File: config.mk
export PLATFORM = sky130hd
export DESIGN_NAME = gs_ctrl
export DESIGN_NICKNAME = d
export VERILOG_FILES = /design/src/design/gs_pkg.sv /design/src/design/gs_ctrl.sv
export SDC_FILE = /design/constraint.sdc
export NUM_CORES = 1
export LEC_CHECK = 0
export BUFFER_PORTS_ARGS = -buffer_cell sky130_fd_sc_hd__buf_2
export CORE_ASPECT_RATIO = 0.75
export CORE_MARGIN = 2
export CORE_UTILIZATION = 60
export DETAILED_ROUTE_END_ITERATION = 6
export PLACE_DENSITY = 0.83
export SKIP_LAST_GASP = 1
export SLEW_MARGIN = 20
export SYNTH_ARGS = -nofsm -noshare
export SYNTH_HDL_FRONTEND = slang
export SYNTH_SLANG_ARGS = --single-unit
File: constraint.sdc
create_clock -name clock -period 7.1 [get_ports clock]
set_clock_uncertainty 0.2 [all_clocks]
set_input_delay 0.355 -clock clock [delete_from_list [all_inputs] [get_ports clock]]
set_output_delay 0.355 -clock clock [all_outputs]
set_load 0.02 [all_outputs]
File: src/design/gs_pkg.sv
// shared constants, codes and controller/datapath interface types
`timescale 1ns / 1ps

package gs_pkg;

   // system size and derived widths
   localparam int MAX_N  = 16;
   localparam int IDX_W  = $clog2(MAX_N);
   localparam int CNT_W  = $clog2(MAX_N + 1);
   localparam int ADDR_W = $clog2(MAX_N * MAX_N);

   // operation codes of an input word
   localparam logic [1:0] OP_COEF  = 2'd0;
   localparam logic [1:0] OP_RHS   = 2'd1;
   localparam logic [1:0] OP_SOLVE = 2'd2;

   // result status codes
   localparam logic [1:0] ST_CONV  = 2'd0;
   localparam logic [1:0] ST_CAP   = 2'd1;
   localparam logic [1:0] ST_ZDIAG = 2'd2;

   // register indexes
   localparam logic [1:0] CSR_SIZE  = 2'd0;
   localparam logic [1:0] CSR_TOL   = 2'd1;
   localparam logic [1:0] CSR_LIMIT = 2'd2;

   // commands from controller to datapath
   typedef struct packed {
      logic             coef_we;
      logic             rhs_we;
      logic             x_clear;
      logic             diag_issue;
      logic             mac_issue;
      logic             acc_clear;
      logic             div_start;
      logic             x_write;
      logic             moved_clear;
      logic             emit_load;
      logic             emit_last;
      logic [IDX_W-1:0] row;
      logic [IDX_W-1:0] col;
      logic [1:0]       status;
      logic [15:0]      iters;
      logic [15:0]      tol;
   } dp_cmd_type;

   // status from datapath to controller
   typedef struct packed {
      logic diag_zero;
      logic div_done;
      logic moved;
      logic rsp_busy;
   } dp_stat_type;

endpackage

File: src/design/gs_ctrl.sv
// controller: register file, solve sequencing and result emission
`timescale 1ns / 1ps

module gs_ctrl import gs_pkg::*; (
   input  logic        clock,
   input  logic        reset,
   input  logic        req_valid,
   output logic        req_ready,
   input  logic [1:0]  req_operation,
   input  logic        csr_valid,
   output logic        csr_ready,
   input  logic [1:0]  csr_index,
   input  logic [15:0] csr_data,
   output dp_cmd_type  cmd,
   input  dp_stat_type stat
);

   typedef enum logic [3:0] {
      S_IDLE, S_DCHK, S_DCHK_W, S_SWEEP, S_ROW, S_MAC, S_DRAIN,
      S_DIV, S_DIV_WAIT, S_COMMIT, S_CHECK, S_EMIT
   } state_type;

   state_type        state_ff;
   logic [IDX_W-1:0] i_ff;
   logic [IDX_W-1:0] j_ff;
   logic [IDX_W-1:0] top_ff;
   logic [15:0]      limit_ff;
   logic [15:0]      count_ff;
   logic [1:0]       status_ff;
   logic             zdiag_ff;
   logic             drain_ff;
   logic [4:0]       size_ff;
   logic [15:0]      tol_ff;
   logic [15:0]      lim_reg_ff;

   logic             solve_go;
   logic [CNT_W-1:0] n_sel;

   assign csr_ready = 1'b1;
   assign req_ready = (state_ff == S_IDLE);
   assign solve_go  = req_valid && req_ready && (req_operation == OP_SOLVE);

   // clamp size to the supported range
   always_comb begin
      if (size_ff == 5'd0) begin
         n_sel = CNT_W'(1);
      end else if (32'(size_ff) > 32'(MAX_N)) begin
         n_sel = CNT_W'(MAX_N);
      end else begin
         n_sel = CNT_W'(size_ff);
      end
   end

   // command decode
   always_comb begin
      cmd        = '0;
      cmd.row    = i_ff;
      cmd.col    = j_ff;
      cmd.status = status_ff;
      cmd.iters  = count_ff;
      cmd.tol    = tol_ff;
      unique case (state_ff)
         S_IDLE: begin
            cmd.coef_we = req_valid && (req_operation == OP_COEF);
            cmd.rhs_we  = req_valid && (req_operation == OP_RHS);
            cmd.x_clear = solve_go;
         end
         S_DCHK: begin
            cmd.diag_issue = 1'b1;
            cmd.col        = i_ff;
         end
         S_SWEEP:  cmd.moved_clear = 1'b1;
         S_ROW:    cmd.acc_clear   = 1'b1;
         S_MAC:    cmd.mac_issue   = 1'b1;
         S_DIV:    cmd.div_start   = 1'b1;
         S_COMMIT: cmd.x_write     = 1'b1;
         S_EMIT: begin
            cmd.emit_load = !stat.rsp_busy;
            cmd.emit_last = (j_ff == top_ff);
         end
         default: begin
         end
      endcase
   end

   // state and counters
   always_ff @(posedge clock) begin
      if (reset) begin
         state_ff   <= S_IDLE;
         i_ff       <= '0;
         j_ff       <= '0;
         top_ff     <= '0;
         limit_ff   <= 16'd1;
         count_ff   <= 16'd0;
         status_ff  <= ST_CONV;
         zdiag_ff   <= 1'b0;
         drain_ff   <= 1'b0;
         size_ff    <= 5'd16;
         tol_ff     <= 16'd1;
         lim_reg_ff <= 16'd1000;
      end else begin
         // register writes
         if (csr_valid && csr_ready) begin
            unique case (csr_index)
               CSR_SIZE:  size_ff    <= csr_data[4:0];
               CSR_TOL:   tol_ff     <= csr_data;
               CSR_LIMIT: lim_reg_ff <= csr_data;
               default: begin
               end
            endcase
         end
         unique case (state_ff)
            S_IDLE: begin
               if (solve_go) begin
                  top_ff    <= IDX_W'(n_sel - CNT_W'(1));
                  limit_ff  <= (lim_reg_ff == 16'd0) ? 16'd1 : lim_reg_ff;
                  count_ff  <= 16'd0;
                  zdiag_ff  <= 1'b0;
                  i_ff      <= '0;
                  state_ff  <= S_DCHK;
               end
            end
            S_DCHK: state_ff <= S_DCHK_W;
            S_DCHK_W: begin
               if (i_ff == top_ff) begin
                  if (zdiag_ff || stat.diag_zero) begin
                     status_ff <= ST_ZDIAG;
                     j_ff      <= '0;
                     state_ff  <= S_EMIT;
                  end else begin
                     state_ff <= S_SWEEP;
                  end
               end else begin
                  zdiag_ff <= zdiag_ff || stat.diag_zero;
                  i_ff     <= i_ff + 1'b1;
                  state_ff <= S_DCHK;
               end
            end
            S_SWEEP: begin
               count_ff <= count_ff + 16'd1;
               i_ff     <= '0;
               state_ff <= S_ROW;
            end
            S_ROW: begin
               j_ff     <= '0;
               state_ff <= S_MAC;
            end
            S_MAC: begin
               if (j_ff == top_ff) begin
                  drain_ff <= 1'b0;
                  state_ff <= S_DRAIN;
               end else begin
                  j_ff <= j_ff + 1'b1;
               end
            end
            S_DRAIN: begin
               if (drain_ff) begin
                  state_ff <= S_DIV;
               end else begin
                  drain_ff <= 1'b1;
               end
            end
            S_DIV: state_ff <= S_DIV_WAIT;
            S_DIV_WAIT: begin
               if (stat.div_done) begin
                  state_ff <= S_COMMIT;
               end
            end
            S_COMMIT: begin
               if (i_ff == top_ff) begin
                  state_ff <= S_CHECK;
               end else begin
                  i_ff     <= i_ff + 1'b1;
                  state_ff <= S_ROW;
               end
            end
            S_CHECK: begin
               if (stat.moved && (count_ff < limit_ff)) begin
                  state_ff <= S_SWEEP;
               end else begin
                  status_ff <= stat.moved ? ST_CAP : ST_CONV;
                  j_ff      <= '0;
                  state_ff  <= S_EMIT;
               end
            end
            S_EMIT: begin
               if (!stat.rsp_busy) begin
                  if (j_ff == top_ff) begin
                     state_ff <= S_IDLE;
                  end else begin
                     j_ff <= j_ff + 1'b1;
                  end
               end
            end
            default: state_ff <= S_IDLE;
         endcase
      end
   end

endmodule

After elaboration in Yosys (flattened, before gate mapping)
Cells that the tools add are included.
{"block": "classes", "addsub": 4, "magnitude_cmp": 2, "eq_ne": 28, "n_mux": 44, "n_reduce_logical": 30}
{"operator": "two-way mux 4 bit", "count": 20}
{"operator": "case mux 4 bit (12 select lines)", "count": 1}
{"operator": "two-way mux 16 bit", "count": 2}
{"operator": "case mux 16 bit (2 select lines)", "count": 1}
{"operator": "!= test 2 bit, second input constant", "count": 10}
{"operator": "case mux 4 bit (5 select lines)", "count": 1}
{"operator": "adder 16 x 1 -> 16 bit, second input constant", "count": 1}
{"operator": "== test 4 x 3 -> 1 bit, second input constant", "count": 4}
{"operator": "== test 4 bit, second input constant", "count": 4}
{"operator": "zero test 16 bit", "count": 1}
{"operator": "< comparator 16 bit", "count": 1}
{"operator": "case mux 4 bit (3 select lines)", "count": 1}
{"operator": "AND reduction 2 bit", "count": 6}
{"operator": "two-way mux 1 bit", "count": 10}
{"operator": "adder 4 x 1 -> 4 bit, second input constant", "count": 2}
{"operator": "== test 4 x 2 -> 1 bit, second input constant", "count": 2}
{"operator": "== test 4 bit", "count": 2}
{"operator": "two-way mux 2 bit", "count": 4}
{"operator": "nonzero test 2 bit", "count": 4}
{"operator": "AND reduction 3 bit", "count": 2}
{"operator": "AND reduction 6 bit", "count": 1}
{"operator": "greater-than comparator 5 bit, second input constant", "count": 1}
{"operator": "logical AND 1 bit", "count": 5}
{"operator": "zero test 5 bit", "count": 1}
{"operator": "other kinds (17)", "count": 21}
{"block": "totals", "ff_bits": 89, "inputBits": 28, "output_inout_bits": 55, "wordCells": 120}

Depth between registers and ports, before layout
{"block": "depth", "ltp_word": 5, "depth_mapped": 10, "mapped_depth_nobuf": 8}

Worst setup path before layout
OpenSTA, ideal clock, no wires.
{"block": "synth_path", "path_kind": "register to output", "from": "register state_ff[3]", "to": "output port cmd[34] (netlist name)", "arrival_ps": 2275, "required_time_ps": 6545, "slack_ps": 4270, "path_stages_with_launch": 5, "n_path_buf": 2, "path_cell_list": "dfxtp_1 -> clkbuf_1 -> buf_1 -> nor4_1 -> mux2_2"}
{"item": "from (decl)", "line": "gs_ctrl.sv:23", "rtl": "state_type state_ff;"}
{"item": "from (signal assigned)", "line": "gs_ctrl.sv:89", "rtl": "state_ff <= S_IDLE;"}
{"item": "from (signal assigned)", "line": "gs_ctrl.sv:120", "rtl": "state_ff <= S_DCHK;"}
{"item": "from (signal assigned)", "line": "gs_ctrl.sv:123", "rtl": "S_DCHK: state_ff <= S_DCHK_W;"}
{"item": "to (decl)", "line": "gs_ctrl.sv:14", "rtl": "output dp_cmd_type cmd,"}

==> flow_metrics.env <==
export IMPL_overflow=0
export IMPL_dr_wl_met2_mm=4.967
export IMPL_slew_violations=0
export IMPL_post_cts_resized=0
export IMPL_cts_sinks=89
export IMPL_hp_class="primary input to flip-flop"
export IMPL_grt_max_degree=78
export IMPL_maxCapViolCount=0
export IMPL_critPathRequiredTime_ns=6.55
export IMPL_core_sq_um=7229
export IMPL_drc=0
export IMPL_final_core_util_pct=69.49
export IMPL_arrival_ns=3.28
export IMPL_wire_per_inst_um=14.42
export IMPL_netlist_area_sq_um=4407
export IMPL_final_layout_size_suffix_gt1_share_pct=17.79
export IMPL_synth_common_cells="116 x nand2_1, 89 x dfxtp_1, 59 x a21oi_1"
export IMPL_root_buffer="clkbuf_8"
export IMPL_post_route_period_util_pct=54.04
export IMPL_dp_slack_ns=3.716
export IMPL_async_flop_share_pct=0
export IMPL_die_area_sq_um=8054
export IMPL_cp_max_fo=27
export IMPL_synth_seq_area_share_pct=40.43
export IMPL_slew_headroom_pct=35.35
export IMPL_grt_pass1_vias=3806
export IMPL_die_h_um=78.22
export IMPL_drt_iter0_markers=262
export IMPL_dp_cells=710
export IMPL_synthCells=556
export IMPL_nFillCells=612
export IMPL_num_antenna_cells=0
export IMPL_place_congestion=0.8789
export IMPL_vias_per_cell=5.819
export IMPL_leakagePower_nw=2.076
export IMPL_synth_seq_cells=89
export IMPL_wl_met3_um=603
export IMPL_io_pins=83
export IMPL_htreeDepth=3
export IMPL_whs_path_depth=3
export IMPL_cp_start_kind="flip-flop"
export IMPL_fin_nets=667
export IMPL_syn_avg_cell_area_sq_um=7.926
export IMPL_fin_ws_ns=3.263
export IMPL_synth_top_area_cell="dfxtp_1"
export IMPL_fmax_mhz=260.6
export IMPL_syn_nets=603
export IMPL_routed_top_layer="met4"
export IMPL_rsz0062_at_grt="false"
export IMPL_start_util_pct=60.96
export IMPL_antenna_found_initial=0
export IMPL_dp_hpwl_mm=7.263
export IMPL_detail_route_antenna_nets=0
export IMPL_rr_startpoint="state_ff[3]$_SDFFE_PP0P_"
export IMPL_synth_warnings=0
export IMPL_finalNonFillerCells=725
export IMPL_synthDistinctLibCells=65
export IMPL_wl_mm=10.46
export IMPL_rr_worst_depth=5
export IMPL_p_per_area_nw_per_um2=204.9
export IMPL_clockBufferDepth=2
export IMPL_place_area_sq_um=4828
export IMPL_synth_top_area_share_pct=40.43
export IMPL_io_buffer_count=81
export IMPL_rows=27
export IMPL_wl_met1_mm=4.750
export IMPL_synth_edff_count=0
export IMPL_grtUsageTotal_pct=26.54
export IMPL_vias=4219
export IMPL_peakVddDrop_mv=0.1268
export IMPL_setup_violations_final=0
export IMPL_synth_flop_cell="dfxtp_1"
export IMPL_clk_pin_slew_worst_paths_ns=0.09
export IMPL_final_setup_tns_ns=0
export IMPL_fin_area_sq_um=5024
export IMPL_synthTopCellsByArea="dfxtp_1 40%, nand2_1 9.9%, a21oi_1 6.7%, ha_1 5.4%, nor2_1 3.5%"
export IMPL_synth_most_common_cell="nand2_1"
export IMPL_path_class="flip-flop to primary output"
export IMPL_status="completed"
export IMPL_ctsHoldBuffers=0
export IMPL_min_period_ns=3.837
export IMPL_cts_setup_buffers=0
export IMPL_end_kind="primary output"
export IMPL_grt_pass1_wl_mm=17.26
export IMPL_area_growth_synth_to_final_pct=14.00
export IMPL_drtPass1Iterations=5
export IMPL_worst_slew_pin_slew_ns=0.9609
export IMPL_timing_hold_worst_start="csr_data[8]"
export IMPL_cts_tree="yes"
export IMPL_die_width_um=103.0
export IMPL_hold_viol_final=0
export IMPL_critical_path_startpoint="state_ff[3]$_SDFFE_PP0P_"
export IMPL_clock_latency_ns=0.36
export IMPL_cts_buffers=9
## registers in the layout, summed over array words and instances, names as in the netlist
name,flops
state_ff,4
size_ff,5
tol_ff,16
i_ff,4
lim_reg_ff,16
limit_ff,16
top_ff,4
zdiag_ff,1
count_ff,16
drain_ff,1
status_ff,2
j_ff,4
## power breakdown
group          switching (mW)  internal (mW)  total, mW
clock network           0.178          0.171      0.349
registers              0.0206          0.515      0.536
logic                  0.0916         0.0533      0.145
## placed cells by master (no fill, tap or decap), drive strengths merged, types with 3 or more instances in the layout
cell type / Yosys / routed
or4: 3 / 3
o21ai: 21 / 21
nand3b: 3 / 3
a211oi: 4 / 4
nand2b: 9 / 9
nor2: 41 / 41
nand2: 116 / 116
a311oi: 5 / 5
clkbuf: 20 / 11
mux2i: 8 / 8
nor4: 7 / 7
and3: 10 / 10
xnor2: 7 / 7
buf: 9 / 82
and2: 3 / 3
mux2: 8 / 8
nor3b: 3 / 3
a21oi: 59 / 59
or3: 5 / 5
nor3: 12 / 12
and3b: 4 / 4
nand4: 7 / 7
nor2b: 5 / 5
inv: 18 / 18
ha: 19 / 19
clkinv: 2 / 3
nand3: 21 / 21
dfxtp: 89 / 89
xor2: 6 / 6
## kinds of logic after synthesis
| group | synth area share (%) |
|---|---|
| AND/OR/NAND/NOR | 27.54 |
| AO/OA/AOI/OAI | 15.67 |
| XOR/XNOR | 2.584 |
| multiplexers | 3.861 |
| adder cells (fa/ha/maj) | 5.395 |
| buffers and inverters | 4.429 |
| other | 0.08510 |
| flip-flops | 40.43 |
## path summary, 6_finish.rpt
kind | end | slack [ns]
worst max-delay path | cmd[50] | 3.26
worst min-delay path | lim_reg_ff[8]$_SDFFE_PP1P_ | 0.02
worst max register to register | top_ff[0]$_SDFFE_PP0P_ | 3.82
worst min register to register | tol_ff[11]$_SDFFE_PP0P_ | 0.25
## layer usage
metal  GRT usage [%]  vias to the layer above
li1                -                     2067
met1           33.82                     2002
met2           43.96                      137
met3           7.035                       13
met4           7.895                        0
met5               0                        -
## metrics by stage
stage	power [mW]	hold slack [ns]
floorplan	0.6488	0.2357
finish	1.030	0.02478
detailed placement	0.6901	0.2430
global route	1.073	0.02057
global placement	0.6841	0.2391
CTS	1.032	0.01333
## final cells by class
class / count / area [sq um] / share of cell area [%]
clock buffers: 11 / 141.4 / 2.814
repair buffers: 82 / 412.9 / 8.219
multi-input cells: 418 / 2430 / 48.37
well taps: 101 / 126.4 / 2.516
inverters: 20 / 77.57 / 1.544
clock inverters: 4 / 53.80 / 1.071
flip-flops and latches: 89 / 1782 / 35.47
## worst max-delay path, stage by stage (launching register included)
cell,delay [ns]
dfxtp_1,0.71
nor4_2,0.17
nand2_1,0.74
clkinv_1,0.89
buf_2,0.40
No activity file was read; power rests on OpenSTA's default activity.
